==> src/sv/cde_pkg.sv <==
// ----------------------------------------------------------------------------
// cde_pkg: shared types and constants of the circular deque
// Sizes of the cell row, request and status codes, and the cell control word.
// ----------------------------------------------------------------------------
package cde_pkg;

  localparam int DEPTH  = 128;
  localparam int DATA_W = 32;

  // fixed widths of the request and result fields
  localparam int REQ_W  = 2;
  localparam int STAT_W = 2;
  localparam int IO_W   = 32;
  localparam int OCC_W  = 8;
  localparam int CFG_W  = 8;

  // count holds 0 .. DEPTH, compare width also covers the 8-bit register
  localparam int CNT_W = $clog2(DEPTH + 1);
  localparam int CAP_W = (CNT_W > CFG_W) ? CNT_W : CFG_W;

  // cells per first-level gather group
  localparam int GRP  = 16;
  localparam int NGRP = (DEPTH + GRP - 1) / GRP;

  localparam logic [REQ_W-1:0] REQ_PUSH_FRONT = 2'd0;
  localparam logic [REQ_W-1:0] REQ_PUSH_REAR  = 2'd1;
  localparam logic [REQ_W-1:0] REQ_POP_FRONT  = 2'd2;
  localparam logic [REQ_W-1:0] REQ_POP_REAR   = 2'd3;

  localparam logic [STAT_W-1:0] STAT_OK        = 2'd0;
  localparam logic [STAT_W-1:0] STAT_OVERFLOW  = 2'd1;
  localparam logic [STAT_W-1:0] STAT_UNDERFLOW = 2'd2;

  typedef logic [DATA_W-1:0] word_t;

  typedef struct packed {
    logic clear;
    logic push_front;
    logic push_rear;
    logic pop_front;
    logic pop_rear;
  } cde_ctl_t;

endpackage

==> src/sv/cde_cell.sv <==
// ----------------------------------------------------------------------------
// cde_cell: one slot of the deque row
// Holds a word and a valid bit; shifts towards either neighbour, takes a rear
// push when it is the first free cell and drops out when it is the last one.
// ----------------------------------------------------------------------------
module cde_cell (
  input  logic              clk,
  input  logic              rst,
  input  cde_pkg::cde_ctl_t ctl,
  input  cde_pkg::word_t    push_word,
  input  cde_pkg::word_t    left_word,
  input  logic              left_valid,
  input  cde_pkg::word_t    right_word,
  input  logic              right_valid,
  output cde_pkg::word_t    word,
  output logic              valid,
  output cde_pkg::word_t    rear_word
);
  import cde_pkg::*;

  logic is_last;

  assign is_last   = valid & ~right_valid;
  assign rear_word = is_last ? word : '0;

  always_ff @(posedge clk) begin
    if (rst) begin
      valid <= 1'b0;
    end else if (ctl.clear) begin
      valid <= 1'b0;
    end else if (ctl.push_front) begin
      valid <= left_valid;
    end else if (ctl.push_rear) begin
      if (!valid && left_valid) begin
        valid <= 1'b1;
      end
    end else if (ctl.pop_front) begin
      valid <= right_valid;
    end else if (ctl.pop_rear) begin
      if (is_last) begin
        valid <= 1'b0;
      end
    end
  end

  always_ff @(posedge clk) begin
    if (ctl.push_front) begin
      word <= left_word;
    end else if (ctl.push_rear && !valid && left_valid) begin
      word <= push_word;
    end else if (ctl.pop_front) begin
      word <= right_word;
    end
  end

endmodule

==> config.mk <==
export PLATFORM = sky130hd
export DESIGN_NAME = cde_cell
export DESIGN_NICKNAME = d
export VERILOG_FILES = /design/src/sv/cde_pkg.sv /design/src/sv/cde_cell.sv
export SDC_FILE = /design/constraint.sdc
export NUM_CORES = 1
export LEC_CHECK = 0
export BUFFER_PORTS_ARGS = -buffer_cell sky130_fd_sc_hd__buf_2
export CAP_MARGIN = 20
export CORE_MARGIN = 5
export CORE_UTILIZATION = 35
export CTS_BUF_LIST = sky130_fd_sc_hd__clkbuf_16
export DETAILED_ROUTE_END_ITERATION = 8
export PLACE_DENSITY = 0.78
export SLEW_MARGIN = 10
export SYNTH_ARGS = -nofsm -noshare
export SYNTH_HDL_FRONTEND = slang
export SYNTH_SLANG_ARGS = --single-unit
export TNS_END_PERCENT = 20
==> constraint.sdc <==
create_clock -name clk -period 1.77 [get_ports clk]
set_input_delay 0.0885 -clock clk [delete_from_list [all_inputs] [get_ports clk]]
set_output_delay 0.0885 -clock clk [all_outputs]
set_load 0.05 [all_outputs]
; Word level (Yosys, flattened, before mapping)
; Index checks and enable logic that the tools add are counted.
[classes]
eq_ne = 1
muxes = 10
bitwise_logic = 2
reduce_logical = 9
[ops]
columns = operator, count
row1 = 2-to-1 mux 32 bit, 4
row2 = nonzero test 4 bit, 2
row3 = 2-to-1 mux 1 bit, 6
row4 = logical AND 1 bit, 3
row5 = "inequality test 3 x 1 -> 1 bit, second input constant", 1
row6 = AND reduction 3 bit, 1
row7 = nonzero test 3 bit, 1
row8 = OR reduction 2 bit, 1
row9 = AND 1 bit, 1
row10 = logical NOT 1 bit, 1
row11 = NOT 1 bit, 1
[totals]
register_bits = 33
inputBits = 105
out_inout_bits = 65
elab_cells = 24

; Depth between registers and ports, before layout
; Gate-level depths: netlist of the first run.
[logic_depth]
word_depth = 7
depth_mapped = 5
depth_no_buf = 3

; Worst setup path after synthesis of the first run
; OpenSTA, ideal clock, no wires.
[synth_timing]
path_kind = reg-to-reg
start = register valid
end = register word[0], enable pin
arrival_time_ps = 1679
required_time_ps = 1292
slack_ps = -387
stages_incl_launch_ff = 5
period_less_slack_ps = 2157
cell_sequence = dfxtp_1 nand3b_1 buf_6 buf_12 nand2_1
[synth_via]
elab_chain_len = 4
[synth_lines]
columns = item, line
row1 = start: declaration, cde_cell.sv:16  ; output logic valid,
row2 = start signal: assignment, cde_cell.sv:32  ; valid <= left_valid;
row3 = start signal: assignment, cde_cell.sv:38  ; valid <= right_valid;
row4 = logical NOT 1 bit, cde_cell.sv:49  ; end else if (ctl.push_rear && !valid && left_valid) begin
row5 = logical AND 1 bit (2 in series), cde_cell.sv:49
row6 = nonzero test 3 bit (no source line), n/a
row7 = end signal: assignment, cde_cell.sv:48  ; word <= left_word;
row8 = end signal: assignment, cde_cell.sv:50  ; word <= push_word;
row9 = end signal: assignment, cde_cell.sv:52  ; word <= right_word;
row10 = end: declaration, cde_cell.sv:15  ; output cde_pkg::word_t word,
; Every way passes these cells.
; A chain may end at the register's enable or synchronous reset.

; Worst setup path in the final report of the first run
[layout_timing]
start = register valid
end = output rear_word[30]
[layout_via]
elab_chain_len = 2
[layout_lines]
columns = item, line
row1 = AND 1 bit, cde_cell.sv:23  ; assign is_last = valid & ~right_valid;
row2 = 2-to-1 mux 32 bit, cde_cell.sv:24  ; assign rear_word = is_last ? word : '0;
row3 = end: declaration, cde_cell.sv:17  ; output cde_pkg::word_t rear_word
; Every way passes these cells.

==> out/results.ini, run 1 <==
[status]
status=complete, no violations

[detailed_routing]
wl_um=5820
viasPerCell=4.65
dr.pass1.iters=6
drtIter0Drc=50
drc=0
ant_nets=0
routedWlPerCell_um=13.5
num_vias=2004

[grt]
grt_pass1_wl_um=9290
antenna_found_initial=0
grt-ovfl-total=0
grt_usage=0.158
grt_pass1_vias=2055
grt_max_degree=37

[critical_path]
cp-endpoint=rear_word[30]
startpoint=valid
cp_data_arrival_time_ns=1.40
worst_setup_path_end_kind=primary output
crit_cells=4
reg2reg_depth=4
crit_path_top_delay_cell=dfxtp_2
start_kind=flop
worstPathCellList=and2b_1 -> buf_4 -> and2_1 -> buf_2
critical-path-max-stage-delay_ns=0.35
rrSetupSlack_ns=0.30
cp_data_required_time_ns=1.68
crit_type=flop to primary output
critPathTopFamily=buffers and inverters
reg2reg_from=valid
crit_fanout=19
path_buf_inv=2
r2r_end=word[15]

[placed_design]
gp_congestion=0.776
io_buffers=169
hpwl_um=4810

[cells_and_area]
fillers=519
nets=464
seqCellArea_um2=982
syn2layout_area_growth_pct=51.4
diodes=0
postLayoutCoreUtil=0.545
drive_above_1_share=0.513
multi_input_area_um2=887

[timing]
rsz0062_at_grt=false
period_minus_slack_ns=1.49
max_freq_ghz=0.672
hold_viol_final=0
slew_viol_final=0
relSlewSlack=0.788
tightest_slew_ns=0.317
timing.final.crit_share=0.841
finalClockSkew_ns=0.00242
setup_violations=0
fin_setup_tns_ns=0

[synth]
synthDistinctLibCells=21
ys.warnings.count=0
yosysSeqAreaShare=0.495
synthTopCellsByCount=34 x nand2_1, 33 x mux2i_1, 32 x and2_1, 32 x edfxtp_1, 29 x o21ai_1
syn_area_per_cell_um2=10.5
yosys-top-cells-area=edfxtp_1 48%, mux2i_1 17%, and2_1 10%
netlist.area_leader.share=0.485
ys.flop_type=edfxtp_1
syn_inst=189
ys_async_sr_fraction=0
syn-num-nets=294
synth_edf_count=32
yosys_register_bits=33
yosysTopAreaCell=edfxtp_1
synthesis.area_mm2=0.00198
synth.most_common_cell=nand2_1

[clock_tree]
numCtsBuffers=5
path_clk_slew_ns=0.05
postCtsHoldBufs=0
post_cts_buffers=0
clockBufferDepth=2
insertion_delay_ns=0.27
htreeDepth=2
root_buffer=clkbuf_16
cts.sinks=33
cts_tree=built
cts-resized-gates=0

[min_path]
hold_class=primary input to flop

[power]
ir_worst_vdd_mv=0.403
powerDensity_mw_per_mm2=833
p_leak_nw=1.68
power_w=0.00250

[die]
die_area_mm2=0.00727
die_x_um=85.3
rows=27
boundaryPins=170
core_area_mm2=0.00551
start_util=0.360
die_h_um=85.3

[job]
drv_cap=0

-- stage by stage --
stage / setup slack [ns] / cells / hold slack, ns / instance area (um^2)
after global routing: 0.183 / 431 / 0.103 / 3000
after global placement: 0.357 / 424 / 0.361 / 2870
after detailed placement: 0.284 / 424 / 0.365 / 2870
after CTS: 0.262 / 431 / 0.0794 / 3000
final: 0.281 / 431 / 0.0837 / 3000
after floorplan: 0.0874 / 189 / 0.264 / 1990
-- worst min-delay path by stage --
stage	end	start	cells past startpoint	slack, ns
after floorplan	valid	rst	3	0.26
after global placement	valid	rst	4	0.36
after detailed placement	valid	rst	4	0.37
after CTS	valid	rst	4	0.08
after global routing	word[25]	left_word[25]	3	0.10
final	valid	rst	4	0.08
-- cells by family after synthesis --
logic type / count (synthesis) / synth area share
muxes: 33 / 0.167
AOI/OAI and AO/OA: 35 / 0.0934
buffers and inverters: 15 / 0.0593
DFF: 33 / 0.495
and+or+nand+nor: 73 / 0.186
-- cells in the final DEF (no fill, tap or decap) --
master,synthesis,final
a32oi_1,1,1
clkinv_1,0,1
nand3b_1,2,2
nor2_1,2,2
nand2b_1,1,1
clkbuf_16,0,5
edfxtp_1,32,32
o21ai_1,29,29
nand2_2,0,1
nand2_1,34,33
mux2i_1,33,33
buf_4,1,8
dfxtp_2,0,1
inv_1,1,2
a211o_1,1,1
buf_2,1,169
nor3_1,1,1
o21ai_0,3,3
and2b_1,1,1
and2_1,32,32
o211ai_1,1,1
-- power breakdown --
part	leakage [nW]	switching [W]	internal, W
combinational	1.27	0.000507	0.000229
sequential	0.344	0.0000344	0.000955
clock	0.0685	0.000274	0.000501
-- metal layers --
| layer | routed length [um] | global-route usage |
|---|---|---|
| met5 | 0 | 0 |
| met4 | 26 | 0.0388 |
| met1 | 2050 | 0.170 |
| met3 | 564 | 0.0485 |
| met2 | 3170 | 0.299 |
-- state kept, by name, summed over array words and instances, names as in the netlist --
name and cells:
valid 1, word 32
-- worst register-to-register path: stages (launching register included) --
cell and delay [ns]:
dfxtp_2 0.35, nand3b_1 0.16, buf_4 0.32, mux2i_1 0.28, o21ai_1 0.09
-- layout make-up --
class | count | share of cell area
sequential | 33 | 0.327
timing repair buffer | 177 | 0.302
multi-input combinational | 141 | 0.296
clock buffer | 5 | 0.0417
tap | 72 | 0.0300
clock inverter | 2 | 0.00250
inverter | 1 | 0.00125
Power figures use the tool's default switching activity.
==> inputs of run 2 (changes only) <==
==> constraint.sdc (replaced) <==
create_clock -name clk -period 1.2 [get_ports clk]
set_input_delay 0.06 -clock clk [delete_from_list [all_inputs] [get_ports clk]]
set_output_delay 0.06 -clock clk [all_outputs]
set_load 0.05 [all_outputs]
==> out/results.ini, run 2 (same netlist as run 1, synthesis figures left out) <==
[die]
die_area_mm2=0.00727
die_x_um=85.3
boundaryPins=170
core_area_mm2=0.00551
rows=27
die_h_um=85.3
start_util=0.360

[critical_path]
crit_fanout=8
cp_data_required_time_ns=1.14
r2r_end=word[13]
reg2reg_depth=5
cp-endpoint=rear_word[28]
rrSetupSlack_ns=-0.18
startpoint=valid
worst_setup_path_end_kind=primary output
crit_type=flop to primary output
cp_data_arrival_time_ns=1.39
reg2reg_from=valid
start_kind=flop

[placed_design]
io_buffers=169
gp_congestion=0.744
hpwl_um=4820
place_area_mm2=0.00293

[status]
violations=negative setup slack
status=complete, but fails checks

[power]
p_sw_w=0.00128
clockPowerShare=0.303
power_frac_seq=0.380
internal_power_w=0.00259
swShare=0.332
powerDensity_mw_per_mm2=1100
p_comb_frac=0.317
p_leak_nw=1.83
ir_worst_vdd_mv=0.528

[grt]
grt_usage=0.169
grt_max_degree=37
grt_pass1_wl_um=9740
antenna_found_initial=0
grt-ovfl-total=0
grt_pass1_vias=2046

[clock_tree]
root_buffer=clkbuf_16
numCtsBuffers=5
postCtsHoldBufs=0
path_clk_slew_ns=0.05
htreeDepth=2
clockBufferDepth=2
cts.sinks=33
insertion_delay_ns=0.27
cts_tree=built

[timing]
relSlewSlack=0.777
fin_setup_tns_ns=-12.81
finalClockSkew_ns=0.00313
tightest_slew_ns=0.333
setup_violations=94
slew_viol_final=0
period_minus_slack_ns=1.45
setup_slack_ns=-0.251
rsz0062_at_grt=true
hold_viol_final=0
timing.final.crit_share=1.21
max_freq_ghz=0.689

[cells_and_area]
final_common_cell=buf_2
diodes=0
top_register=word
stdcell_area_mm2=0.00353
top_regs=word x32, valid x1
drive_above_1_share=0.604
syn2layout_area_growth_pct=78.0
final_cell_mix=137 x buf_2, 33 x nand2_1, 32 x mux2i_1, 32 x edfxtp_1
nets=469
largest_reg_flops=32

[detailed_routing]
drtIter0Drc=63
num_vias=2069
dr.pass1.iters=5
drc=0
viasPerCell=4.75
ant_nets=0
routedWlPerCell_um=16.2
wl_um=7080

[min_path]
hold_class=primary input to flop
min-delay-start=rst

[job]
drv_cap=0

run 2: changes by cell type in the layout (fill, tap and decap cells not counted), sizes merged:
cell,previous run,this run
buf,177,180
clkbuf,5,7
run 2: stage by stage:
step / std cells / hold WS (ns) / utilization / power (W) / worst slack [ns]
6_report: 436 / 0.0515 / 0.641 / 0.00387 / -0.251
5_1_grt: 436 / 0.0650 / 0.641 / 0.00403 / -0.307
4_1_cts: 432 / 0.0481 / 0.593 / 0.00382 / -0.272
3_5_place_dp: 425 / 0.334 / 0.532 / 0.00261 / -0.116
3_3_place_gp: 425 / 0.328 / 0.532 / 0.00258 / -0.121
2_1_floorplan: 189 / 0.233 / - / 0.00225 / -0.173
run 2: layout make-up:
class / count / area (um^2)
Clock buffer: 5 / 125
Timing Repair Buffer: 182 / 1340
Tap cell: 72 / 90.1
Inverter: 1 / 3.75
Multi-Input combinational cell: 141 / 980
Fill cell: 451 / 1980
Sequential cell: 33 / 985
Clock inverter: 2 / 7.51
run 2: layer usage:
layer / global-route usage / vias up / share of wire
met5: 0 / - / 0
met4: 0.0604 / 0 / 0.013
met3: 0.0456 / 8 / 0.066
met2: 0.326 / 94 / 0.58
met1: 0.170 / 952 / 0.34
li1: - / 1015 / -
run 2: worst min-delay path by stage:
stage                       end  slack [ns]  depth (start not counted)
after floorplan           valid        0.23                          3
after global placement    valid        0.33                          4
after detailed placement  valid        0.33                          4
after CTS                 valid        0.05                          4
after global routing      valid        0.07                          4
final                     valid        0.05                          4
run 2: power by group through the flow:
stage | Combinational (W) | Sequential [W] | Clock, W
2_1_floorplan | 0.000366 | 0.00188 | 0
3_3_place_gp | 0.00111 | 0.00148 | 0
3_5_place_dp | 0.00112 | 0.00148 | 0
4_1_cts | 0.00116 | 0.00146 | 0.00120
5_1_grt | 0.00129 | 0.00149 | 0.00125
6_report | 0.00123 | 0.00147 | 0.00117
run 2: worst max-delay path, cell delays in order (launching register included):
cell and delay, ns:
dfxtp_4 0.34, buf_6 0.11, and2b_4 0.19, clkbuf_16 0.17, and2_4 0.16, buf_8 0.14
run 2: timing repair:
item | 4_1_cts | 5_1_grt
setup buffers | 0 | 1
gates cloned | 0 | 3
endpoints found under the setup margin | 94 | 95
pin swaps | 0 | 21
gates resized for setup | 66 | 63
==> inputs of run 3 (changes only) <==
--- a/config.mk
+++ b/config.mk
@@ -5,13 +5,14 @@
 export SDC_FILE = /design/constraint.sdc
 export NUM_CORES = 1
 export LEC_CHECK = 0
+export ABC_AREA = 1
 export BUFFER_PORTS_ARGS = -buffer_cell sky130_fd_sc_hd__buf_2
 export CAP_MARGIN = 20
 export CORE_MARGIN = 5
 export CORE_UTILIZATION = 35
 export CTS_BUF_LIST = sky130_fd_sc_hd__clkbuf_16
 export DETAILED_ROUTE_END_ITERATION = 8
-export PLACE_DENSITY = 0.78
+export PLACE_DENSITY = 0.77
 export SLEW_MARGIN = 10
 export SYNTH_ARGS = -nofsm -noshare
 export SYNTH_HDL_FRONTEND = slang
==> out/results.ini, run 3 <==
[status]
status=complete, but fails checks
violations=negative setup slack

[synth]
yosysSeqAreaShare=0.487
ys.warnings.count=0
synthesis.area_mm2=0.00201
syn_area_per_cell_um2=7.60
syn_inst=265
synth.most_common_cell=nor2_1
ys_async_sr_fraction=0
ys.flop_type=edfxtp_1
netlist.area_leader.share=0.477
yosys-top-cells-area=edfxtp_1 48%, nor2_1 13%, nand2_1 12%
synthDistinctLibCells=17
yosysTopAreaCell=edfxtp_1
synth_edf_count=32
synthTopCellsByCount=68 x nor2_1, 62 x nand2_1, 36 x inv_1
yosys_register_bits=33
syn-num-nets=370

[critical_path]
worst_setup_path_end_kind=flop
crit_type=flop to flop
reg2reg_depth=7
crit_fanout=6
start_kind=flop
cp_data_arrival_time_ns=1.46
cp_data_required_time_ns=1.30

[die]
die_x_um=85.9
die_h_um=85.9
start_util=0.364
boundaryPins=170
core_area_mm2=0.00554
rows=27
die_area_mm2=0.00737

[min_path]
hold_class=primary input to flop
hold_depth=4

[timing]
slew_viol_final=0
relSlewSlack=0.827
rsz0062_at_grt=true
setup_violations=96
timing.final.crit_share=1.14
tightest_slew_ns=0.259
period_minus_slack_ns=1.37
setup_slack_ns=-0.168
hold_viol_final=0
finalClockSkew_ns=0.00501
max_freq_ghz=0.731

[placed_design]
place_ws_ns=-0.00377
place_area_mm2=0.00328
io_buffers=169
gp_congestion=0.817
hpwl_um=5520

[power]
clockPowerShare=0.285
p_comb_frac=0.360
power_frac_seq=0.355
swShare=0.358
ir_worst_vdd_mv=0.776
p_sw_w=0.00148
internal_power_w=0.00265
powerDensity_mw_per_mm2=1050
p_leak_nw=1.94

[clock_tree]
htreeDepth=2
insertion_delay_ns=0.27
numCtsBuffers=5
clockBufferDepth=2
postCtsHoldBufs=0
cts_tree=built
cts.sinks=33
path_clk_slew_ns=0.05
root_buffer=clkbuf_16

[grt]
grt_max_degree=35
grt-ovfl-total=0
grt_pass1_wl_um=11500
grt_usage=0.196
antenna_found_initial=0
grt_pass1_vias=2499

[detailed_routing]
viasPerCell=4.75
drtIter0Drc=108
dr.pass1.iters=4
routedWlPerCell_um=14.8
drc=0
wl_um=7680
num_vias=2470
ant_nets=0

[cells_and_area]
final_cell_mix=137 x buf_2, 52 x nand2_1, 36 x nor2_1, 35 x inv_1
drive_above_1_share=0.578
final_common_cell=buf_2
top_register=word
fillers=435
top_regs=word x32, valid x1
largest_reg_flops=32
diodes=0
stdcell_area_mm2=0.00393
nets=552
syn2layout_area_growth_pct=95.2

[job]
drv_cap=0

## run 3: layout make-up
cell class | instances | area [um^2] | share of cell area
flip-flops and latches | 33 | 985 | 0.250
repair buffers | 191 | 1410 | 0.359
clock buffers | 5 | 125 | 0.0318
inverters | 38 | 153 | 0.0388
clock inverters | 3 | 12.5 | 0.00318
multi-input cells | 178 | 1150 | 0.294
well taps | 72 | 90.1 | 0.0229
## run 3: logic make-up after synthesis
logic type             share of synthesized area
AOI/OAI and AO/OA                          0.102
DFF                                        0.487
and+or+nand+nor                            0.292
buffers and inverters                      0.119
## run 3: final timing paths
path / slack [ns] / from / to
hold reg to reg: 0.62 / valid / valid
setup / recovery: -0.17 / valid / word[25]
setup reg to reg: -0.17 / valid / word[25]
hold / removal: 0.007 / rst / valid
## run 3: critical path, cell delays in order (launching register included)
cell and delay (ns):
dfxtp_4 0.35, buf_6 0.12, inv_4 0.05, nand3_4 0.15, inv_8 0.15, buf_8 0.14, nand2_1 0.06, a31oi_1 0.17
## run 3: layer usage
layer | vias to the layer above | global-route usage | wire (um)
met5 | - | 0 | 0
met4 | 0 | 0.0504 | 135
met3 | 14 | 0.0461 | 598
met2 | 116 | 0.371 | 4260
met1 | 1125 | 0.217 | 2690
li1 | 1215 | - | -
## run 3: timing repair
action	4_1_cts	5_1_grt
hold endpoints to repair	0	0
setup endpoints to repair	38	96
gates resized for setup	73	30
pin swaps	3	6
gates cloned	2	3
buffers inserted	2	1
## run 3: power by group through the flow
stage,clock [W],combinational [W],sequential [W]
5_1_grt,0.00127,0.00157,0.00148
3_3_place_gp,0,0.00130,0.00148
4_1_cts,0.00119,0.00140,0.00147
3_5_place_dp,0,0.00132,0.00149
6_report,0.00118,0.00149,0.00147
2_1_floorplan,0,0.000508,0.00188
## run 3: through the flow
| step | setup TNS [ns] | hold WS, ns | power, W | instances | utilization |
|---|---|---|---|---|---|
| after CTS | -7.05 | 0.00542 | 0.00406 | 516 | 0.671 |
| after global placement | 0 | 0.287 | 0.00278 | 504 | 0.592 |
| after detailed placement | -0.00378 | 0.288 | 0.00281 | 504 | 0.592 |
| final | -8.64 | 0.00701 | 0.00414 | 520 | 0.710 |
| after global routing | -13.48 | 0.0148 | 0.00433 | 520 | 0.710 |
| after floorplan | -1.85 | 0.195 | 0.00239 | 265 | - |
